$ cat config.mk
export PLATFORM = sky130hd
export DESIGN_NAME = ray_box_nearest_pick_top
export DESIGN_NICKNAME = d
export VERILOG_FILES = /design/src/design/rbnp_pkg.sv /design/src/design/rbnp_ctrl.sv /design/src/design/rbnp_div.sv /design/src/design/rbnp_dp.sv /design/src/design/ray_box_nearest_pick_top.sv
export SDC_FILE = /design/constraint.sdc
export NUM_CORES = 2
export LEC_CHECK = 0
export ABC_AREA = 1
export ABC_CLOCK_PERIOD_IN_PS = 14900
export BUFFER_PORTS_ARGS = -buffer_cell sky130_fd_sc_hd__clkbuf_2
export CORE_ASPECT_RATIO = 1.2
export CORE_MARGIN = 1.5
export CORE_UTILIZATION = 55
export DETAILED_ROUTE_END_ITERATION = 7
export GPL_TIMING_DRIVEN = 1
export HOLD_SLACK_MARGIN = 0.02
export PLACE_DENSITY = 0.77
export SLEW_MARGIN = 20
export SYNTH_ARGS = -nofsm -noshare
export SYNTH_HDL_FRONTEND = slang
export SYNTH_SLANG_ARGS = --single-unit
$ cat constraint.sdc
create_clock -name aclk -period 14.9 [get_ports aclk]
set_input_delay 3.725 -clock aclk [delete_from_list [all_inputs] [get_ports aclk]]
set_output_delay 3.725 -clock aclk [all_outputs]
set_load 0.01 [all_outputs]
$ cat src/design/rbnp_pkg.sv
// Package: shared constants and types for the ray box nearest pick block
`default_nettype none
package rbnp_pkg;
    localparam int COORD_WIDTH_DEF = 32;
    localparam int MAX_BOXES_DEF   = 1024;
    localparam int DIR_WIDTH       = 18;
    localparam int FRAC_BITS       = 16;
    localparam int IDX_WIDTH       = 10;
    localparam int T_WIDTH         = 32;
    localparam int DIST_WIDTH      = 31;
    localparam int CFG_IDX_WIDTH   = 3;
    localparam int CFG_DATA_WIDTH  = 32;

    typedef enum logic [CFG_IDX_WIDTH-1:0] {
        REG_ORIGIN_X = 3'd0,
        REG_ORIGIN_Y = 3'd1,
        REG_ORIGIN_Z = 3'd2,
        REG_DIR_X    = 3'd3,
        REG_DIR_Y    = 3'd4,
        REG_DIR_Z    = 3'd5
    } cfg_reg_t;

    // controller -> datapath
    typedef struct packed {
        logic       load_box;
        logic       axis_setup;
        logic       div_start;
        logic       side_hi;
        logic       axis_merge;
        logic       finish_box;
        logic       clear_best;
        logic [1:0] axis;
    } dp_cmd_t;

    // datapath -> controller
    typedef struct packed {
        logic dir_zero;
        logic div_done;
        logic reject;
    } dp_status_t;
endpackage
`default_nettype wire

$ cat src/design/rbnp_ctrl.sv
// Controller: sequences the three axes per box, with up to two divisions per axis
`default_nettype none
module rbnp_ctrl (
    input  wire                  aclk,
    input  wire                  aresetn,
    input  wire                  s_valid,
    output logic                 s_ready,
    input  wire                  last_in,
    output logic                 m_valid,
    input  wire                  m_ready,
    output rbnp_pkg::dp_cmd_t    cmd,
    input  rbnp_pkg::dp_status_t status
);
    import rbnp_pkg::*;

    typedef enum logic [2:0] {
        ST_IDLE, ST_SETUP, ST_DIV_START, ST_DIV_WAIT, ST_MERGE, ST_FINISH, ST_OUT
    } state_t;

    state_t     state_reg, state_next;
    logic [1:0] axis_reg, axis_next;
    logic       hi_reg, hi_next;
    logic       last_reg, last_next;

    always_comb begin
        state_next = state_reg;
        axis_next  = axis_reg;
        hi_next    = hi_reg;
        last_next  = last_reg;
        cmd        = '0;
        cmd.axis   = axis_reg;
        cmd.side_hi = hi_reg;
        unique case (state_reg)
            ST_IDLE: begin
                if (s_valid) begin
                    cmd.load_box = 1'b1;
                    last_next    = last_in;
                    axis_next    = 2'd0;
                    state_next   = ST_SETUP;
                end
            end
            ST_SETUP: begin
                cmd.axis_setup = 1'b1;
                hi_next = 1'b0;
                state_next = ST_DIV_START;
            end
            ST_DIV_START: begin
                if (status.dir_zero) begin
                    state_next = ST_MERGE;
                end else begin
                    cmd.div_start = 1'b1;
                    state_next = ST_DIV_WAIT;
                end
            end
            ST_DIV_WAIT: begin
                if (status.div_done) begin
                    if (hi_reg) begin
                        state_next = ST_MERGE;
                    end else begin
                        hi_next = 1'b1;
                        state_next = ST_DIV_START;
                    end
                end
            end
            ST_MERGE: begin
                cmd.axis_merge = 1'b1;
                if (axis_reg == 2'd2) begin
                    state_next = ST_FINISH;
                end else begin
                    axis_next = axis_reg + 2'd1;
                    state_next = ST_SETUP;
                end
            end
            ST_FINISH: begin
                cmd.finish_box = 1'b1;
                state_next = last_reg ? ST_OUT : ST_IDLE;
            end
            ST_OUT: begin
                if (m_ready) begin
                    cmd.clear_best = 1'b1;
                    state_next = ST_IDLE;
                end
            end
            default: state_next = ST_IDLE;
        endcase
    end

    assign s_ready = (state_reg == ST_IDLE);
    assign m_valid = (state_reg == ST_OUT);

    always_ff @(posedge aclk) begin
        if (!aresetn) begin
            state_reg <= ST_IDLE;
            axis_reg  <= 2'd0;
            hi_reg    <= 1'b0;
            last_reg  <= 1'b0;
        end else begin
            state_reg <= state_next;
            axis_reg  <= axis_next;
            hi_reg    <= hi_next;
            last_reg  <= last_next;
        end
    end
endmodule
`default_nettype wire

$ cat src/design/rbnp_div.sv
// Divider: restoring signed division, one quotient bit a cycle, saturating
`default_nettype none
module rbnp_div #(
    parameter int NUM_WIDTH = 64,
    parameter int DEN_WIDTH = 18
) (
    input  wire                         aclk,
    input  wire                         aresetn,
    input  wire                         start,
    input  wire signed [NUM_WIDTH-1:0]  num,
    input  wire signed [DEN_WIDTH-1:0]  den,
    output logic                        done,
    output logic signed [rbnp_pkg::T_WIDTH-1:0] quo
);
    import rbnp_pkg::*;
    localparam int CW = $clog2(NUM_WIDTH + 1);
    localparam logic signed [T_WIDTH-1:0] TMAX = {1'b0, {(T_WIDTH-1){1'b1}}};
    localparam logic signed [T_WIDTH-1:0] TMIN = {1'b1, {(T_WIDTH-1){1'b0}}};

    logic [NUM_WIDTH-1:0] q_reg, q_next;
    logic [DEN_WIDTH:0]   r_reg, r_next;
    logic [DEN_WIDTH-1:0] d_reg, d_next;
    logic                 neg_reg, neg_next;
    logic [CW-1:0]        cnt_reg, cnt_next;
    logic                 busy_reg, busy_next;
    logic                 done_reg, done_next;
    logic signed [T_WIDTH-1:0] quo_reg, quo_next;
    logic [DEN_WIDTH:0]   trial;
    logic [DEN_WIDTH+1:0] sub;
    logic                 big;

    always_comb begin
        q_next = q_reg; r_next = r_reg; d_next = d_reg; neg_next = neg_reg;
        cnt_next = cnt_reg; busy_next = busy_reg; done_next = 1'b0;
        quo_next = quo_reg;
        trial = {r_reg[DEN_WIDTH-1:0], q_reg[NUM_WIDTH-1]};
        sub   = {1'b0, trial} - {2'b00, d_reg};
        big   = |q_reg[NUM_WIDTH-1:T_WIDTH-1];
        if (start) begin
            q_next   = num[NUM_WIDTH-1] ? NUM_WIDTH'(-num) : num;
            d_next   = den[DEN_WIDTH-1] ? DEN_WIDTH'(-den) : den;
            neg_next = num[NUM_WIDTH-1] ^ den[DEN_WIDTH-1];
            r_next   = '0;
            cnt_next = CW'(NUM_WIDTH);
            busy_next = 1'b1;
        end else if (busy_reg) begin
            if (cnt_reg != '0) begin
                if (!sub[DEN_WIDTH+1]) begin
                    r_next = sub[DEN_WIDTH:0];
                    q_next = {q_reg[NUM_WIDTH-2:0], 1'b1};
                end else begin
                    r_next = trial;
                    q_next = {q_reg[NUM_WIDTH-2:0], 1'b0};
                end
                cnt_next = cnt_reg - CW'(1);
            end else begin
                busy_next = 1'b0;
                done_next = 1'b1;
                if (neg_reg) begin
                    if (big && !(q_reg == NUM_WIDTH'(TMAX) + NUM_WIDTH'(1)))
                        quo_next = TMIN;
                    else
                        quo_next = T_WIDTH'(-q_reg);
                end else begin
                    quo_next = big ? TMAX : T_WIDTH'(q_reg);
                end
            end
        end
    end

    assign done = done_reg;
    assign quo  = quo_reg;

    always_ff @(posedge aclk) begin
        if (!aresetn) begin
            busy_reg <= 1'b0;
            done_reg <= 1'b0;
            cnt_reg  <= '0;
        end else begin
            busy_reg <= busy_next;
            done_reg <= done_next;
            cnt_reg  <= cnt_next;
        end
        q_reg <= q_next; r_reg <= r_next; d_reg <= d_next;
        neg_reg <= neg_next; quo_reg <= quo_next;
    end
endmodule
`default_nettype wire

$ cat src/design/rbnp_dp.sv
// Datapath: ray registers, box buffer, slab interval and nearest-hit state
`default_nettype none
module rbnp_dp #(
    parameter int COORD_WIDTH = rbnp_pkg::COORD_WIDTH_DEF
) (
    input  wire                               aclk,
    input  wire                               aresetn,
    input  wire                               cfg_valid,
    input  wire [rbnp_pkg::CFG_IDX_WIDTH-1:0] cfg_index,
    input  wire [rbnp_pkg::CFG_DATA_WIDTH-1:0] cfg_data,
    input  wire signed [COORD_WIDTH-1:0]      box_min_x,
    input  wire signed [COORD_WIDTH-1:0]      box_min_y,
    input  wire signed [COORD_WIDTH-1:0]      box_min_z,
    input  wire signed [COORD_WIDTH-1:0]      box_max_x,
    input  wire signed [COORD_WIDTH-1:0]      box_max_y,
    input  wire signed [COORD_WIDTH-1:0]      box_max_z,
    input  wire [rbnp_pkg::IDX_WIDTH-1:0]     box_index,
    input  rbnp_pkg::dp_cmd_t                 cmd,
    output rbnp_pkg::dp_status_t              status,
    output logic                              found,
    output logic [rbnp_pkg::IDX_WIDTH-1:0]    best_index,
    output logic [rbnp_pkg::DIST_WIDTH-1:0]   best_distance
);
    import rbnp_pkg::*;
    localparam int DW = COORD_WIDTH + 1;           // difference width
    localparam int NW = DW + FRAC_BITS + 1;        // numerator width
    localparam logic signed [T_WIDTH-1:0] TMAX = {1'b0, {(T_WIDTH-1){1'b1}}};
    localparam logic signed [T_WIDTH-1:0] TMIN = {1'b1, {(T_WIDTH-1){1'b0}}};

    logic signed [COORD_WIDTH-1:0] org_reg [3];
    logic signed [DIR_WIDTH-1:0]   dir_reg [3];
    logic signed [COORD_WIDTH-1:0] lo_reg [3];
    logic signed [COORD_WIDTH-1:0] hi_reg [3];
    logic [IDX_WIDTH-1:0]          idx_reg;
    logic signed [COORD_WIDTH-1:0] o_sel_reg, blo_sel_reg, bhi_sel_reg;
    logic signed [DIR_WIDTH-1:0]   d_sel_reg;
    logic signed [T_WIDTH-1:0]     t1_reg, tmin_reg, tmax_reg;
    logic                          rej_reg;
    logic signed [T_WIDTH-1:0]     near_reg;
    logic [IDX_WIDTH-1:0]          nidx_reg;
    logic                          any_reg;

    logic signed [DW-1:0] diff;
    logic signed [NW-1:0] numer;
    logic                 div_done;
    logic signed [T_WIDTH-1:0] q;
    logic signed [T_WIDTH-1:0] ta, tb, nmin, nmax, hit;

    // numerator (bound - origin) << 16, divisor direction
    always_comb begin
        diff = cmd.side_hi ? (DW'(bhi_sel_reg) - DW'(o_sel_reg))
                           : (DW'(blo_sel_reg) - DW'(o_sel_reg));
        numer = NW'(diff) <<< FRAC_BITS;
    end

    rbnp_div #(.NUM_WIDTH(NW), .DEN_WIDTH(DIR_WIDTH)) u_div (
        .aclk(aclk), .aresetn(aresetn), .start(cmd.div_start),
        .num(numer), .den(d_sel_reg), .done(div_done), .quo(q)
    );

    always_comb begin
        ta = (t1_reg > q) ? q : t1_reg;
        tb = (t1_reg > q) ? t1_reg : q;
        nmin = (ta > tmin_reg) ? ta : tmin_reg;
        nmax = (tb < tmax_reg) ? tb : tmax_reg;
        hit  = (tmin_reg >= 0) ? tmin_reg : tmax_reg;
    end

    assign status.dir_zero = (d_sel_reg == '0);
    assign status.div_done = div_done;
    assign status.reject   = rej_reg;
    assign found         = any_reg;
    assign best_index    = any_reg ? nidx_reg : '0;
    assign best_distance = any_reg ? near_reg[DIST_WIDTH-1:0] : '0;

    always_ff @(posedge aclk) begin
        if (!aresetn) begin
            org_reg[0] <= '0; org_reg[1] <= '0; org_reg[2] <= '0;
            dir_reg[0] <= DIR_WIDTH'(65536); dir_reg[1] <= '0; dir_reg[2] <= '0;
            near_reg <= TMAX; nidx_reg <= '0; any_reg <= 1'b0;
            rej_reg <= 1'b0;
        end else begin
            if (cfg_valid) begin
                unique case (cfg_index)
                    REG_ORIGIN_X: org_reg[0] <= COORD_WIDTH'(cfg_data);
                    REG_ORIGIN_Y: org_reg[1] <= COORD_WIDTH'(cfg_data);
                    REG_ORIGIN_Z: org_reg[2] <= COORD_WIDTH'(cfg_data);
                    REG_DIR_X:    dir_reg[0] <= cfg_data[DIR_WIDTH-1:0];
                    REG_DIR_Y:    dir_reg[1] <= cfg_data[DIR_WIDTH-1:0];
                    REG_DIR_Z:    dir_reg[2] <= cfg_data[DIR_WIDTH-1:0];
                    default: ;
                endcase
            end
            if (cmd.load_box) begin
                rej_reg <= 1'b0;
                tmin_reg <= TMIN;
                tmax_reg <= TMAX;
            end
            if (cmd.axis_merge && !rej_reg) begin
                if (d_sel_reg == '0) begin
                    if (o_sel_reg < blo_sel_reg || o_sel_reg > bhi_sel_reg)
                        rej_reg <= 1'b1;
                end else begin
                    tmin_reg <= nmin;
                    tmax_reg <= nmax;
                    if (nmin > nmax) rej_reg <= 1'b1;
                end
            end
            if (cmd.finish_box && !rej_reg && tmax_reg >= 0 && hit < near_reg) begin
                near_reg <= hit;
                nidx_reg <= idx_reg;
                any_reg  <= 1'b1;
            end
            if (cmd.clear_best) begin
                near_reg <= TMAX; nidx_reg <= '0; any_reg <= 1'b0;
            end
        end
        if (cmd.load_box) begin
            lo_reg[0] <= box_min_x; lo_reg[1] <= box_min_y; lo_reg[2] <= box_min_z;
            hi_reg[0] <= box_max_x; hi_reg[1] <= box_max_y; hi_reg[2] <= box_max_z;
            idx_reg <= box_index;
        end
        if (cmd.axis_setup) begin
            o_sel_reg   <= org_reg[cmd.axis];
            d_sel_reg   <= dir_reg[cmd.axis];
            blo_sel_reg <= lo_reg[cmd.axis];
            bhi_sel_reg <= hi_reg[cmd.axis];
        end
        if (div_done && !cmd.side_hi) t1_reg <= q;
    end
endmodule
`default_nettype wire

$ cat src/design/ray_box_nearest_pick_top.sv
// Boxes are processed one at a time: a new box is taken only once the last one is done.
// All divisions of every axis go through the one shared divider.
// An axis whose direction is zero skips both divisions.
// Result request held in a register until taken; next box accepted after that.
// Reset (aresetn low, synchronous): ray origin 0, direction +x, nearest hit cleared.
// Top level: ray box nearest pick
`default_nettype none
module ray_box_nearest_pick_top #(
    parameter int COORD_WIDTH = rbnp_pkg::COORD_WIDTH_DEF
) (
    input  wire                                aclk,
    input  wire                                aresetn,
    // configuration write requests
    input  wire                                cfg_valid,
    output logic                               cfg_ready,
    input  wire [rbnp_pkg::CFG_IDX_WIDTH-1:0]  cfg_index,
    input  wire [rbnp_pkg::CFG_DATA_WIDTH-1:0] cfg_data,
    // box requests
    input  wire                                s_valid,
    output logic                               s_ready,
    input  wire signed [COORD_WIDTH-1:0]       s_box_min_x,
    input  wire signed [COORD_WIDTH-1:0]       s_box_min_y,
    input  wire signed [COORD_WIDTH-1:0]       s_box_min_z,
    input  wire signed [COORD_WIDTH-1:0]       s_box_max_x,
    input  wire signed [COORD_WIDTH-1:0]       s_box_max_y,
    input  wire signed [COORD_WIDTH-1:0]       s_box_max_z,
    input  wire [rbnp_pkg::IDX_WIDTH-1:0]      s_box_index,
    input  wire                                s_last_box,
    // result requests
    output logic                               m_valid,
    input  wire                                m_ready,
    output logic                               m_found,
    output logic [rbnp_pkg::IDX_WIDTH-1:0]     m_best_index,
    output logic [rbnp_pkg::DIST_WIDTH-1:0]    m_best_distance
);
    import rbnp_pkg::*;

    dp_cmd_t    cmd;
    dp_status_t status;

    // config requests taken only while idle, so a box in flight never sees a new ray
    assign cfg_ready = s_ready;

    rbnp_ctrl u_ctrl (
        .aclk(aclk), .aresetn(aresetn),
        .s_valid(s_valid), .s_ready(s_ready), .last_in(s_last_box),
        .m_valid(m_valid), .m_ready(m_ready),
        .cmd(cmd), .status(status)
    );

    rbnp_dp #(.COORD_WIDTH(COORD_WIDTH)) u_dp (
        .aclk(aclk), .aresetn(aresetn),
        .cfg_valid(cfg_valid && cfg_ready), .cfg_index(cfg_index), .cfg_data(cfg_data),
        .box_min_x(s_box_min_x), .box_min_y(s_box_min_y), .box_min_z(s_box_min_z),
        .box_max_x(s_box_max_x), .box_max_y(s_box_max_y), .box_max_z(s_box_max_z),
        .box_index(s_box_index),
        .cmd(cmd), .status(status),
        .found(m_found), .best_index(m_best_index), .best_distance(m_best_distance)
    );
endmodule
`default_nettype wire

==> impl_metrics.csv <==
group,metric,value,unit
grt,largest_net_degree_at_the_start_of_global_routing,88,
timing,finalWorstSetupSlack,7.41,ns
cts,clk_pin_slew,0.06,ns
cts,cts.htree.levels,3,
placement,dp.final_hpwl,73.9,mm
floorplanning,num_io_pins,288,
floorplanning,floorplan.die.width,251,µm
yosys,post_synth_mux_area_share,0,
worst_hold_path,holdCritPathClass,"register to register",
setup_path,critPathMostFrequentCell,"sky130_fd_sc_hd__nand2_1",
yosys,ys_dominant_reg_cell,"sky130_fd_sc_hd__edfxtp_1",
cts,cts.sinks,740,
floorplanning,core-area,0.0735,mm²
route,number_of_iterations_in_the_first_detailed_routing_pass,5,
floorplanning,num_rows,109,
cts,cts_buffers,76,
yosys,synthCells,4417,
finish,drive_gt1_frac,0.119,
route,routed_wire_length_per_instance,18.0,µm
cts,insertion_delay,0.65,ns
timing,worst_clock_skew,0.0375,ns
yosys,synth_compound_gate_area_share,0.132,
cts,cts_buffer_depth,3,
finish,antennaDiodeCount,0,
route,drt.antenna.violating_nets,0,
timing,report.final.hold_viol_count,0,
cts,cts.repair_timing.setup_buffer_count,0,
yosys,synth_common_cells,"sky130_fd_sc_hd__nand2_1 (878), sky130_fd_sc_hd__edfxtp_1 (663), sky130_fd_sc_hd__inv_1 (548), sky130_fd_sc_hd__a21oi_1 (431), sky130_fd_sc_hd__nor2_1 (375)",
route,drtIter0Drc,2368,
yosys,synth_enable_flop_cells,663,
timing,period_needed,7.49,ns
yosys,largest_family_of_logic_cells_by_synthesized_area,"simple AND/OR/NAND/NOR gates",
power_and_ir_drop,power_density,189,mW/mm²
yosys,netlist_top_cells_area,"sky130_fd_sc_hd__edfxtp_1 (49%), sky130_fd_sc_hd__nand2_1 (8.1%), sky130_fd_sc_hd__ha_1 (7.6%)",
finish,fillers,6089,
grt,via_count_of_the_first_global_routing_pass,31100,
yosys,synthDistinctLibCells,74,
setup_path,worst-endpoint-required,15.49,ns
yosys,synth_largest_area_cell,"sky130_fd_sc_hd__edfxtp_1",
yosys,yosys_warnings,0,
yosys,library_cell_with_the_highest_instance_count_after_synthesis,"sky130_fd_sc_hd__nand2_1",
finish,nNetsFinal,5153,
cts,tritoncts_clock_tree,"done",
placement,dp_worst_setup_slack,7.50,ns
grt,grt.total_usage,0.269,
placement,port-buffer-count,287,
job,max_cap_violations,0,
power_and_ir_drop,total_power,8580,µW
yosys,postSynth.asyncResetShare,0,
timing,timing.max_slew.rel_slack,0.330,
finish,layout-area-overhead-vs-synth,11.6,%
timing,post-route-period-util,0.503,
cts,cts_repair_resize_count,0,
power_and_ir_drop,vdd.ir_drop.worst,0.143,mV
floorplanning,die_height,301,µm
route,route.detailed.vias_per_inst,5.62,
power_and_ir_drop,power.leakage,0.0200,µW
setup_path,cp_data_arrival_time,8.08,ns
timing,whs,0.442,ns
floorplanning,die-area,0.0756,mm²
cts,cts_hold_buf,0,
floorplanning,initial_utilization,0.554,
yosys,post_synth_and_or_nand_nor_area_fraction,0.174,
timing,slew_violations,0,
setup_path,critical_path.startpoint_type,"register",
run_status,status,"completed",
timing,setup_violations,0,
grt,initial_antenna_violation_count,0,
yosys,synthesis.area,0.0407,mm²
timing,fmaxAchievable,133,MHz
setup_path,crit_path_end_kind,"register",
yosys,synth_xor_xnor_area_share,0.0189,
route,wl,102,mm
cts,clock_tree.root_cell,"sky130_fd_sc_hd__clkbuf_16",
yosys,synthAdderAreaFrac,0.0777,
setup_path,crit_type,"register to register",
placement,gp_routability_congestion,0.975,
grt,grt_pass1_wl,161,mm
yosys,synth_top_cell_area_share,0.489,
yosys,syn_nets,4911,
grt,overflow,0,
yosys,synth_sequential_area_ratio,0.527,
timing,grt_setup_unrepaired,"no",
yosys,synthesis.area_per_instance,9.21,µm²
yosys,ys_ff_latch,740,
setup_path,largest_driver_fanout_on_the_critical_path,68,
timing,actual_slew_at_the_worst_max_slew_pin,1.00,ns
timing,totalNegativeSetupSlack,0,ns
setup_path,critPathMaxStageDelay,0.55,ns
setup_path,slowest_stage,"sky130_fd_sc_hd__nand2_2",
route,route.vias.total,31800,
route,drt_drc_violations_left,0,
-- through the flow --
| stage | utilization | cell area, µm² | std cells |
|---|---|---|---|
| 2_1_floorplan | - | 40700 | 4417 |
| 3_3_place_gp | 0.585 | 43000 | 5523 |
| 3_5_place_dp | 0.585 | 43000 | 5523 |
| 4_1_cts | 0.617 | 45400 | 5660 |
| 5_1_grt | 0.618 | 45400 | 5661 |
| 6_report | 0.618 | 45400 | 5661 |
-- routing by layer --
layer	vias up	GRT usage	part of all wire
met3	255	0.0386	0.051
li1	15600	-	-
met1	14900	0.312	0.39
met5	-	0	0
met2	1028	0.481	0.51
met4	0	0.145	0.057
-- power by group --
| part | internal [µW] | leakage, µW | switching, µW |
|---|---|---|---|
| logic | 1180 | 0.0118 | 2510 |
| clock network | 1030 | 0.00115 | 822 |
| registers | 2840 | 0.00697 | 212 |
| total | 5040 | 0.0200 | 3540 |
-- cell usage in the layout (no fill, tap or decap), drive strengths merged, types with 7 or more instances in the layout --
cell type  instances
o21a              40
buf               38
xor2              67
o21ai            297
xnor2             21
o211ai            38
nor4              17
a21oi            442
o31ai              8
or2               12
nor3              52
a211oi             7
a31oi             10
o21bai             7
o22ai             39
inv              577
a21o              17
and2              32
o221ai            13
nand3            204
edfxtp           663
clkinv            34
clkbuf           381
ha               248
nor2             390
dfxtp             77
nand4             40
nand2            894
-- logic make-up (layout without fill, tap and decap cells) --
| group | Yosys count | in the layout |
|---|---|---|
| DFF | 740 | 740 |
| buffers and inverters | 737 | 1038 |
| adders and majority gates | 251 | 251 |
| and+or+nand+nor | 1654 | 1654 |
| xor gates and xnor gates | 88 | 88 |
| AOI/OAI and AO/OA | 947 | 947 |
-- worst paths after layout --
| check | start | end | slack (ns) | cells after the start |
|---|---|---|---|---|
| worst min register to register | u_dp.u_div.quo[29] | u_dp.t1_reg[29] | 0.44 | 0 |
| worst min-delay path | u_dp.u_div.quo[29] | u_dp.t1_reg[29] | 0.44 | 0 |
| worst max-delay path | u_dp.u_div.quo[31] | u_dp.rej_reg | 7.41 | 39 |
| worst max register to register | u_dp.u_div.quo[31] | u_dp.rej_reg | 7.41 | 39 |
-- layout make-up --
class	count	area, µm²	area share
flip-flops and latches	740	21500	0.473
multi-input cells	2940	16500	0.363
well taps	943	1180	0.0260
repair buffers	324	1740	0.0383
clock buffers	95	1980	0.0437
clock inverters	42	394	0.00868
inverters	577	2170	0.0478
-- worst max-delay path, delay by kind of cell (launching register included) --
family          cells  cell delay (ns)
simple gates       20             2.50
buf+inv             4             1.06
flops               1             0.39
fa+ha+maj           3             1.05
compound gates     12             2.41
No activity file was read; power rests on OpenSTA's default activity.
